File: src/design/assert_macros.svh
// Assertion macros used by the top-level design file.
`ifndef ASSERT_MACROS_SVH
`define ASSERT_MACROS_SVH

// Property checked at every rising clock edge outside reset.
`define ASSERT_PROP(lbl, clk, rst_n, prop) \
  lbl: assert property (@(posedge clk) disable iff (!rst_n) (prop)) \
    else $error("assertion failed");

// Condition that must never be true outside reset.
`define ASSERT_NEVER(lbl, clk, rst_n, cond) \
  lbl: assert property (@(posedge clk) disable iff (!rst_n) !(cond)) \
    else $error("forbidden condition seen");

`endif

File: src/design/ple_pkg.sv
// Types and constants of the positional list engine.
package ple_pkg;

  // List storage
  localparam int LIST_DEPTH = 64;
  localparam int IDX_W      = $clog2(LIST_DEPTH);
  localparam int CNT_W      = $clog2(LIST_DEPTH + 1);
  localparam int CMP_W      = ((CNT_W > 7) ? CNT_W : 7) + 1;
  localparam int DATA_W     = 32;

  // Result search tree: groups of cells, then one merge over the groups
  localparam int GRP_SIZE   = 8;
  localparam int GRP_W      = $clog2(GRP_SIZE);
  localparam int NUM_GRP    = (LIST_DEPTH + GRP_SIZE - 1) / GRP_SIZE;
  localparam int PAD_DEPTH  = NUM_GRP * GRP_SIZE;
  localparam int GIDX_W     = (NUM_GRP > 1) ? $clog2(NUM_GRP) : 1;
  localparam int PIDX_W     = $clog2(PAD_DEPTH + 1);

  typedef enum logic [2:0] {
    OP_CLEAR  = 3'd0,
    OP_HEAD   = 3'd1,
    OP_TAIL   = 3'd2,
    OP_READ   = 3'd3,
    OP_FIND   = 3'd4,
    OP_INS_AT = 3'd5,
    OP_DELETE = 3'd6
  } ple_op_e;

  typedef enum logic [1:0] {
    ST_OK       = 2'd0,
    ST_BADPOS   = 2'd1,
    ST_NOTFOUND = 2'd2,
    ST_FULL     = 2'd3
  } ple_status_e;

  typedef enum logic [1:0] {
    FSM_IDLE,
    FSM_GROUP,
    FSM_MERGE
  } ple_fsm_e;

  // Command broadcast to every cell
  typedef struct packed {
    logic              go;
    logic              ins;
    logic              del;
    logic              find;
    logic              rd;
    logic [IDX_W-1:0]  at;
    logic [CNT_W-1:0]  count;
    logic [DATA_W-1:0] value;
  } ple_cell_cmd_t;

  // First hit within one group of cells
  typedef struct packed {
    logic              any;
    logic [GRP_W-1:0]  idx;
    logic [DATA_W-1:0] data;
  } ple_grp_t;

endpackage

File: src/design/ple_group.sv
// First hit and its data within one group of cells, registered.
module ple_group (
  input  logic                       clk_i,
  input  logic [ple_pkg::GRP_SIZE-1:0] hit_i,
  input  logic [ple_pkg::DATA_W-1:0] data_i [ple_pkg::GRP_SIZE],
  output ple_pkg::ple_grp_t          grp_o
);

  ple_pkg::ple_grp_t grp_q, grp_d;

  // Lowest index wins
  always_comb begin
    grp_d = '0;
    for (int i = ple_pkg::GRP_SIZE - 1; i >= 0; i--) begin
      if (hit_i[i]) begin
        grp_d.any  = 1'b1;
        grp_d.idx  = ple_pkg::GRP_W'(i);
        grp_d.data = data_i[i];
      end
    end
  end

  always_ff @(posedge clk_i) begin
    grp_q <= grp_d;
  end

  assign grp_o = grp_q;

endmodule

File: config.mk
export PLATFORM = sky130hd
export DESIGN_NAME = ple_group
export DESIGN_NICKNAME = d
export VERILOG_FILES = /design/src/design/assert_macros.svh /design/src/design/ple_pkg.sv /design/src/design/ple_group.sv
export SDC_FILE = /design/constraint.sdc
export NUM_CORES = 1
export LEC_CHECK = 0
export BUFFER_PORTS_ARGS = -buffer_cell sky130_fd_sc_hd__buf_4
export CORE_AREA = 2 2 115 117
export CTS_BUF_LIST = sky130_fd_sc_hd__clkbuf_8
export CTS_CLUSTER_SIZE = 28
export DETAILED_ROUTE_END_ITERATION = 6
export DIE_AREA = 0 0 117 119
export GPL_TIMING_DRIVEN = 0
export SYNTH_ARGS = -nofsm -noshare
export SYNTH_HDL_FRONTEND = slang
export SYNTH_SLANG_ARGS = --single-unit
File: constraint.sdc
create_clock -name clk_i -period 2.7 [get_ports clk_i]
set_input_delay 0.675 -clock clk_i [delete_from_list [all_inputs] [get_ports clk_i]]
set_output_delay 0.675 -clock clk_i [all_outputs]
set_load 0.02 [all_outputs]
======== Word level (Yosys, flattened, before mapping) ========
Index checks and enable logic that the tools add are counted.
storage, ports and cells
  output and inout port bits .............. 36
  input port bits ......................... 265
  word-level logic and storage cells ...... 16
  register bits ........................... 36
operators by class
  mux-type cells .......................... 8
  reductions and logical operators ........ 3
operator list
  kind                number
  35-bit 2-to-1 mux   3
  34-bit 2-to-1 mux   2
  36-bit 2-to-1 mux   1
  33-bit 2-to-1 mux   1
  32-bit 2-to-1 mux   1
  7-bit OR reduction  1
  4-bit OR reduction  1
  2-bit OR reduction  1

======== Longest topological paths before layout ========
  depth in word-level cells ............... 8
  depth in mapped cells ................... 6
  mapped depth without buffers ............ 4

======== Worst setup path after synthesis ========
OpenSTA, ideal clock, no wires.
  path type ............................... in2reg
  start ................................... input hit_i[4] in the netlist's numbering
  end ..................................... register grp_q, in the netlist grp_o[10]
  setup time .............................. 0.124 ns
  path buffers ............................ 2
  arrival time ............................ 1.592 ns
  slack ................................... 0.983 ns
  stages .................................. 6
  required time ........................... 2.576 ns
  path through ............................ buf_2 or2_4 buf_6 a221o_1 o2111ai_1 a21oi_1
RTL lines
  element                 RTL line         text
  start: declaration      ple_group.sv:4   input logic [ple_pkg::GRP_SIZE-1:0] hit_i,
  end signal: assignment  ple_group.sv:24  grp_q <= grp_d;
  end: declaration        ple_group.sv:9   ple_pkg::ple_grp_t grp_q, grp_d;

==> results.toml <==
[sta]
finalSetupViolCount = 0
min_period_ns = 1.807
fmax_ghz = 0.5534
maxSlewViolCount = 0
slew_headroom_pct = 56.00
period_share_pct = 66.92
worst_slew_pin_slew_ns = 0.6600
final_hold_viol_count = 0
setup_tns_ns = 0
timing.final.ws_setup_ns = 0.8931
rsz0062_at_grt = "false"

[layout]
final-instance-count-excl-fill = 811
antennaDiodeCount = 0
area_delta_synth_final_pct = 96.19
finish.utilization_pct = 40.04
largest_register_ffs = 36
drive_above_1_share_pct = 51.18
fin_nets = 899

[floorplan]
initial_core_util_pct = 20.41
die_area_um2 = 13920
chipWidth_um = 117
rows = 42
die_h_um = 119
ios = 301
coreArea_um2 = 12870

[place]
gp_congestion = 0.9026
pre_cts_ws_ns = 0.5674
hpwlAfterDp_um = 12910
dp_cells = 803
port_buffers = 295

[clocking]
cts_made_buffers = 5
cts_buffer_depth = 2
cts_root_buf = "clkbuf_8"
cts.sinks = 36
htreeDepth = 2
path_clk_slew_ns = 0.08
ctsResizeCount = 0
ctsHoldBuffers = 0
tritoncts = "built"
postCtsSetupRepairBufs = 0

[detailed_routing]
highest_layer = "met4"
wl_per_cell_um = 20.07
drc_errors = 0
vias = 4235
drt_pass1_iterations = 5
wl_met1_um = 6240
dr_wl_met3_um = 1277
wl_met2_um = 8430
routed_wl_um = 16280
ant_nets = 0
drt_iter0_markers = 251
vias_per_cell = 5.222

[min_path]
worst_hold_path.endpoint = "grp_o[7]"
min_path_cells = 3
worstHoldStart = "data_i[199]"
hold_class = "in2reg"

[logic_synthesis]
yosys.area_share.adder_pct = 0
synthCells = 332
yosys.area_share.simple_pct = 15.81
syn_avg_cell_area_um2 = 7.914
synth.area.top_cells = "dfxtp_1, a221oi_1, a221o_1"
yosys.area_share.xor_xnor_pct = 0
synth_warnings = 0
yosys.area.top_type = "dfxtp_1"
muxShareOfSynthArea_pct = 0
synth_top_area_share_pct = 27.43
synth_ff_type = "dfxtp_1"
synth_edf_count = 0
synth_cell_types = 33
async_flop_share_pct = 0
ys_ff_latch = 36
seq_area_frac_synth_pct = 27.43
synth_top_family_by_area = "compound AO/OA/AOI/OAI gates"
synth_nets = 597
syn_area_um2 = 2628
synth-compound-area-share_pct = 49.14

[run_status]
outcome = "finished, final reports clean"

[critical_path]
cp.arrival_ns = 2.03
cp_max_fo = 10
cp.required_ns = 2.92
end_kind = "flip-flop"
critPathKind = "in2reg"
cp-start-kind = "input pin"

[flow_run]
cap_violations = 0

[global_route]
antenna_found_initial = 0
overflow = 0
grt_max_degree = 12
grt_pass1_wl_um = 23780
track_usage_pct = 22.56
grt_pass1_vias = 4542

[pwr]
power_mw = 1.787
p_comb_share_pct = 42.1
p_int_mw = 1.195
p_switching_uw = 591.2
p_seq_share_pct = 33.4
ir_worst_vdd_uv = 165.0
leakage_nw = 2.359
power.density_nw_per_um2 = 346.6
clkPwrFrac_pct = 24.6
switching_share_pct = 33.09
[per-layer routing]
metal	GRT usage [%]	vias to the layer above
li1	-	1942
met1	25.45	2039
met2	40.50	231
met5	0	-
met4	6.912	0
met3	6.310	23
[synthesized netlist by cell type (5+ instances only)]
library cell,number
a21oi_1,24
a221o_1,20
a221oi_1,31
a22oi_1,21
buf_2,16
clkbuf_1,19
dfxtp_1,36
nand2_1,28
nand2b_1,16
nor2b_1,15
o2111ai_1,20
o211ai_1,11
o21ai_0,9
o21ai_1,15
o22ai_1,20
or2b_1,5
[cell families after synthesis]
family,Yosys count
flops,36
compound gates,176
simple gates,78
buf+inv,42
[cell type report]
cell class	instances	area, um2
Timing Repair Buffer	295	2215
Tap cell	176	220.2
Sequential cell	36	720.7
Inverter	2	7.507
Clock inverter	2	10.01
Buffer	40	192.7
Clock buffer	6	82.58
Multi-Input combinational cell	254	1707
Fill cell	1363	7720
[through the flow]
stage,hold slack (ns),cell area [um2]
finish,0.5881,5155
detailed placement,0.9070,5062
global route,0.5954,5155
CTS,0.5645,5155
floorplan,0.8060,2628
global placement,0.9067,5062
[cells in the final DEF, fill, tap and decap left out, drive strengths merged]
cell type    n
o21bai       1
or2          2
or2b         5
a31oi        1
nand2b      16
o21ai       24
nor4         1
nand2       28
nand3        3
and2b        1
buf        316
a221o       20
a221oi      31
o22ai       20
a211oi       1
a22oi       21
nor3         1
clkinv       2
o31ai        1
nor2b       16
clkbuf      25
o21ba        1
nor2         5
a21oi       24
o2111ai     20
inv          2
o211ai      11
dfxtp       36
[power by group through the flow]
stage | Clock, mW | Combinational [mW] | Sequential, mW
floorplan | 0 | 0.216 | 0.673
global placement | 0 | 0.740 | 0.607
detailed placement | 0 | 0.749 | 0.608
CTS | 0.459 | 0.751 | 0.597
global route | 0.481 | 0.801 | 0.602
finish | 0.439 | 0.751 | 0.596
[worst max-delay path, stage by stage]
cell	delay (ns)
buf_2	0.20
inv_1	0.09
nand2_1	0.14
clkbuf_1	0.53
o22ai_1	0.19
a21oi_1	0.20
[how the worst max path moves through the flow]
| stage | startpoint | end | slack (ns) | cells past startpoint |
|---|---|---|---|---|
| 5_1_grt | hit_i[0] | grp_o[17] | 0.78 | 6 |
| 3_3_place_gp | hit_i[0] | grp_o[17] | 0.62 | 6 |
| 3_5_place_dp | hit_i[0] | grp_o[21] | 0.57 | 6 |
| 6_report | hit_i[0] | grp_o[21] | 0.89 | 6 |
| 4_1_cts | hit_i[0] | grp_o[21] | 0.90 | 6 |
| 2_1_floorplan | hit_i[4] | grp_o[10] | 0.98 | 6 |
Note: power is estimated with default switching activity, not from simulation.
