**config.mk**
```make
export PLATFORM = sky130hd
export DESIGN_NAME = ple_cell
export DESIGN_NICKNAME = d
export VERILOG_FILES = /design/src/design/assert_macros.svh /design/src/design/ple_pkg.sv /design/src/design/ple_cell.sv
export SDC_FILE = /design/constraint.sdc
export NUM_CORES = 1
export LEC_CHECK = 0
export BUFFER_PORTS_ARGS = -buffer_cell sky130_fd_sc_hd__buf_2
export CORE_UTILIZATION = 25
export DETAILED_ROUTE_END_ITERATION = 8
export GPL_ROUTABILITY_DRIVEN = 0
export GPL_TIMING_DRIVEN = 1
export MAX_ROUTING_LAYER = met4
export SYNTH_ARGS = -nofsm -noshare
export SYNTH_HDL_FRONTEND = slang
export SYNTH_SLANG_ARGS = --single-unit
```
**constraint.sdc**
```tcl
create_clock -name clk_i -period 2.9 [get_ports clk_i]
set_input_delay 0.29 -clock clk_i [delete_from_list [all_inputs] [get_ports clk_i]]
set_output_delay 0.29 -clock clk_i [all_outputs]
set_load 0.02 [all_outputs]
```
**src/design/assert_macros.svh**
```systemverilog
// Assertion macros used by the top-level design file.
`ifndef ASSERT_MACROS_SVH
`define ASSERT_MACROS_SVH

// Property checked at every rising clock edge outside reset.
`define ASSERT_PROP(lbl, clk, rst_n, prop) \
  lbl: assert property (@(posedge clk) disable iff (!rst_n) (prop)) \
    else $error("assertion failed");

// Condition that must never be true outside reset.
`define ASSERT_NEVER(lbl, clk, rst_n, cond) \
  lbl: assert property (@(posedge clk) disable iff (!rst_n) !(cond)) \
    else $error("forbidden condition seen");

`endif

```
**src/design/ple_pkg.sv**
```systemverilog
// Types and constants of the positional list engine.
package ple_pkg;

  // List storage
  localparam int LIST_DEPTH = 64;
  localparam int IDX_W      = $clog2(LIST_DEPTH);
  localparam int CNT_W      = $clog2(LIST_DEPTH + 1);
  localparam int CMP_W      = ((CNT_W > 7) ? CNT_W : 7) + 1;
  localparam int DATA_W     = 32;

  // Result search tree: groups of cells, then one merge over the groups
  localparam int GRP_SIZE   = 8;
  localparam int GRP_W      = $clog2(GRP_SIZE);
  localparam int NUM_GRP    = (LIST_DEPTH + GRP_SIZE - 1) / GRP_SIZE;
  localparam int PAD_DEPTH  = NUM_GRP * GRP_SIZE;
  localparam int GIDX_W     = (NUM_GRP > 1) ? $clog2(NUM_GRP) : 1;
  localparam int PIDX_W     = $clog2(PAD_DEPTH + 1);

  typedef enum logic [2:0] {
    OP_CLEAR  = 3'd0,
    OP_HEAD   = 3'd1,
    OP_TAIL   = 3'd2,
    OP_READ   = 3'd3,
    OP_FIND   = 3'd4,
    OP_INS_AT = 3'd5,
    OP_DELETE = 3'd6
  } ple_op_e;

  typedef enum logic [1:0] {
    ST_OK       = 2'd0,
    ST_BADPOS   = 2'd1,
    ST_NOTFOUND = 2'd2,
    ST_FULL     = 2'd3
  } ple_status_e;

  typedef enum logic [1:0] {
    FSM_IDLE,
    FSM_GROUP,
    FSM_MERGE
  } ple_fsm_e;

  // Command broadcast to every cell
  typedef struct packed {
    logic              go;
    logic              ins;
    logic              del;
    logic              find;
    logic              rd;
    logic [IDX_W-1:0]  at;
    logic [CNT_W-1:0]  count;
    logic [DATA_W-1:0] value;
  } ple_cell_cmd_t;

  // First hit within one group of cells
  typedef struct packed {
    logic              any;
    logic [GRP_W-1:0]  idx;
    logic [DATA_W-1:0] data;
  } ple_grp_t;

endpackage

```
**src/design/ple_cell.sv**
```systemverilog
// One list cell: holds an entry, shifts with its neighbors, flags a hit.
module ple_cell (
  input  logic                  clk_i,
  input  ple_pkg::ple_cell_cmd_t cmd_i,
  input  logic [ple_pkg::IDX_W-1:0]  idx_i,
  input  logic [ple_pkg::DATA_W-1:0] left_data_i,
  input  logic [ple_pkg::DATA_W-1:0] right_data_i,
  output logic [ple_pkg::DATA_W-1:0] data_o,
  output logic                  hit_o
);

  logic [ple_pkg::DATA_W-1:0] data_q, data_d;
  logic                       hit_q, hit_d;
  logic                       in_list;

  assign in_list = ple_pkg::CNT_W'(idx_i) < cmd_i.count;

  // Shift right on insert, left on delete
  always_comb begin
    data_d = data_q;
    if (cmd_i.ins) begin
      if (idx_i > cmd_i.at) begin
        data_d = left_data_i;
      end else if (idx_i == cmd_i.at) begin
        data_d = cmd_i.value;
      end
    end else if (cmd_i.del && (idx_i >= cmd_i.at)) begin
      data_d = right_data_i;
    end
  end

  // Hit: addressed cell on read, first-match candidate on find
  always_comb begin
    hit_d = hit_q;
    if (cmd_i.go) begin
      hit_d = (cmd_i.rd && (idx_i == cmd_i.at)) ||
              (cmd_i.find && in_list && (data_q == cmd_i.value));
    end
  end

  always_ff @(posedge clk_i) begin
    data_q <= data_d;
    hit_q  <= hit_d;
  end

  assign data_o = data_q;
  assign hit_o  = hit_q;

endmodule

```
# Word level (Yosys, flattened, before mapping)
# Cells that the tools add are included.
# word_totals
regBits	33
in_bits	121
out_inout_bits	33
wordCells	19
# classes
magnitude_cmp	3
eq_ne	3
muxes	4
reduce_logical	7
# op_table
op	n
32-bit 2-to-1 mux	4
32-bit equality test	1
6-bit by 7-bit < comparator with 1-bit output	1
6-bit equality test	1
6-bit >= comparator	1
6-bit greater-than comparator	1
1-bit logical AND	4
3-bit by 1-bit != test with 1-bit output (second input constant)	1
2-bit AND reduction	1
2-bit nonzero test	1
1-bit logical OR	1

# Depth between registers and ports, before layout
# logic_depth
ltp_word	4
mapped_depth	8
ltp_nobuf	7

# Worst setup path before layout
# No wires, ideal clock.
# synth_timing
kind	input -> register
from	input port cmd_i[44] (netlist bit)
to	register data_q (netlist bit data_o[0]), enable pin
setup_time_ps	391
arrival_time_ps	1837
required_time_ps	2509
setup_slack_ps	672
stages	5
n_path_buf	0
path_cell_list	inv_1 ha_1 nand4_1 nor2_1 o22a_1
# synth_via
elab_chain_len	4
# synth_rtl
element	line_no	rtl
start, declared	ple_cell.sv:4	input ple_pkg::ple_cell_cmd_t cmd_i,
6-bit >= comparator	ple_cell.sv:27	end else if (cmd_i.del && (idx_i >= cmd_i.at)) begin
1-bit logical AND	ple_cell.sv:27	
2-bit nonzero test (no source line)	n/a	
2-bit AND reduction (no source line) (*)	n/a	
end signal, assigned	ple_cell.sv:42	data_q <= data_d;
end, declared	ple_cell.sv:12	logic [ple_pkg::DATA_W-1:0] data_q, data_d;
# Every way passes the cells marked *; elsewhere a longest branch is shown, timed or not.
# A chain may end at the register's enable or synchronous reset.

# Worst setup path after layout
# layout_timing
from	input port idx_i[3] (netlist bit)
to	register data_q (netlist bit data_o[1]), data pin
# layout_via
elab_chain_len	3
# layout_rtl
element	line_no	rtl
start, declared	ple_cell.sv:5	input logic [ple_pkg::IDX_W-1:0] idx_i,
6-bit greater-than comparator	ple_cell.sv:22	if (idx_i > cmd_i.at) begin
32-bit 2-to-1 mux	ple_cell.sv:22	
32-bit 2-to-1 mux	ple_cell.sv:21	if (cmd_i.ins) begin
named net data_d (one bit)	ple_cell.sv:12	
# The timed path passes the listed nets, and every way through them passes these cells.

==> metrics.txt <==
drt first pass iters=4; Core ar.=9240 um2; fin. max-slew vios=0; Comb pwr share=0.352; global-route wire length before repair=10.6 mm; Critical Path Sink=data_o[1]; Leak Pwr=0.00156 uW; DRC=0; Worst-path clk slew=0.08 ns; syn_area_per_cell=10.7 um2; max_cap viols=0; clock root cell=clkbuf_8; clock buffer depth=2; period utilisation layout=0.644; ant diodes=0; synthesized area=2390 um2; Sw Ratio=0.350; Layout fillers=994; Layout Nets=510; Area Overhead vs Synth=38.4%; layout cells sized above 1=0.443; Post-DRT Antenna Nets=0; routing usage on met3=0.0292; fin area=3310 um2; initial drt markers=54; Initial Utilization=0.259; final setup margin=1.03 ns; Worst EP arrival=1.87 ns; WHS=0.206 ns; CP required=2.91 ns; clk sink count=33; Layout Skew=0.00706 ns; Clock Latency Late Sink=0.29 ns; sequential share of the synthesized area=0.414; largest net degree at the start of global routing=35; Slew @ Worst Pin=0.609 ns; DP Wirelength=5.56 mm; share of flip-flops with an asynchronous set or reset=0; status=finished, final reports clean; number of synthesized register bits=33; Synth Area in Compound Gates=0.112; crit path from=idx_i[3]; initial antenna violation count=0; post-synthesis adder-cell area fraction=0.0575; cells after synthesis=224; NetSw=557 uW; endpoints failing hold=0; f_max=0.536 GHz; drt wl/cell=13.5 um; routed via count=2235; Die Width=99.8 um; TritonCTS Buffers=5; setup_tns=0 ns; Slew Limit Headroom=0.594; Max rail drop VDD=0.185 mV; sequential standard cell area=991 um2; total power=1590 uW; met2 usage=0.246; worst reg2reg startpoint=data_o[16]; mux share of post-synthesis cell area=0.134; Worst Setup End Kind=register; commonest register cell after synthesis=edfxtp_1; DR vias/cell=4.40; GRT busiest layer=met2; post-layout minimum cycle time=1.87 ns; Yosys Warn Count=0; Crit path largest cell delay=0.35 ns; crit-path max FO=20; startpoint types=primary input; syn nets=356; R2R Path End=hit_o; critical path's slowest cell=buf_4; post-synthesis cell type count=27; final wirelength=6.85 mm; Post-synth EDFFs=33; io pins=154; Rows=35; # hold bufs at CTS=0; simple-gate share of the synthesized area=0.0936; die height=99.8 um; CTS tree=yes; Pwr Density=480 nW/um2; IO buf count=153; multi-input logic area=1230 um2; DIE AREA=9960 um2; GRT overflow=0; met1 usage=0.170; share of power burned in registers=0.423; RSZ-0062 raised after global routing=no; Post-Synth XOR/XNOR Area=0.117; CTS H-tree lvls=2; post-place setup slack=0.727 ns; vias in the first global route=2170; main combinational cell family by area after synthesis=multiplexers; Setup CP Type=in -> reg; Final setup viols=0; Clock Power Share=0.225; Post-DP Area=3220 um2; reg-to-reg slack, setup=1.18 ns; Int Pwr=1030 uW; Post-CTS Setup Repair Bufs=0; R2R depth=5; GRT Total Usage=0.142; Hold Crit Class=in -> reg; CTS resizes=0; Critical Path, Cell by Cell=buf_2, ha_1, a21o_1, nand3_1, a31oi_4, buf_4, mux2i_1, a21oi_1
==> final cells by class <==
cell class	instances	area share
multi-input cells	169	0.372
clock inverters	3	0.00529
clock buffers	5	0.0208
flip-flops and latches	33	0.299
repair buffers	157	0.240
inverters	12	0.0136
well taps	129	0.0488
==> stage by stage <==
stage | utilization | std cells
6_report | 0.358 | 508
3_3_place_gp | 0.349 | 500
4_1_cts | 0.358 | 508
3_5_place_dp | 0.349 | 500
5_1_grt | 0.358 | 508
2_1_floorplan | - | 224
==> critical path, delay by kind of cell <==
kind,cells,cell delay [ns]
multiplexers,1,0.23
AO/OA/AOI/OAI,3,0.42
AND/OR/NAND/NOR,1,0.14
buffers and inverters,2,0.47
adder cells (fa/ha/maj),1,0.29
==> state kept, by name, summed over array words and instances, names as in the netlist <==
name	count
hit_o	1
data_o	32
==> layer usage <==
metal | up-vias | part of all wire
li1 | 1122 | -
met1 | 999 | 0.43
met2 | 109 | 0.49
met3 | 5 | 0.069
met4 | 0 | 0.0080
met5 | - | 0
==> cell usage in the layout, fill, tap and decap left out, types with 4 or more instances in the layout <==
master,netlist,routed
a21oi_1,35,35
buf_2,0,153
buf_4,0,4
clkbuf_8,0,5
edfxtp_1,33,33
ha_1,11,11
inv_1,12,12
mux2i_1,32,32
nand4_1,6,6
nor2_1,33,33
nor4_1,4,4
xnor2_1,17,17
xor2_1,15,15
==> power by group through the flow <==
| stage | Sequential [uW] | Clock (uW) | Combinational, uW |
|---|---|---|---|
| after floorplan | 777 | 0 | 263 |
| after global placement | 683 | 0 | 565 |
| after detailed placement | 684 | 0 | 570 |
| after CTS | 675 | 384 | 573 |
| after global routing | 685 | 406 | 612 |
| final | 673 | 358 | 559 |
==> synthesized netlist by cell type (2+ instances only) <==
master / count / area [um2]
a21oi_1: 35 / 175
edfxtp_1: 33 / 991
nor2_1: 33 / 124
mux2i_1: 32 / 320
xnor2_1: 17 / 149
xor2_1: 15 / 131
inv_1: 12 / 45.0
ha_1: 11 / 138
nand4_1: 6 / 37.5
dlygate4sd1_1: 5 / 43.8
nor4_1: 4 / 25.0
buf_12: 3 / 60.1
a21o_1: 2 / 15.0
nand2_1: 2 / 7.51
nand3_1: 2 / 10.0
==> cells by family (layout without fill, tap and decap cells) <==
family          after synthesis  count (layout)
simple gates                 50              50
compound gates               44              44
flops                        33              33
xor+xnor                     32              32
mux                          32              32
buf+inv                      22             177
fa+ha+maj                    11              11
==> worst min-delay path by stage <==
stage	startpoint	end	slack, ns	cells past startpoint
floorplan	cmd_i[49]	hit_o	0.40	0
global placement	cmd_i[49]	hit_o	0.49	1
detailed placement	cmd_i[49]	hit_o	0.50	1
CTS	cmd_i[49]	hit_o	0.19	1
global route	cmd_i[49]	hit_o	0.19	1
finish	cmd_i[49]	hit_o	0.21	1
(Power assumes the default switching activity.)
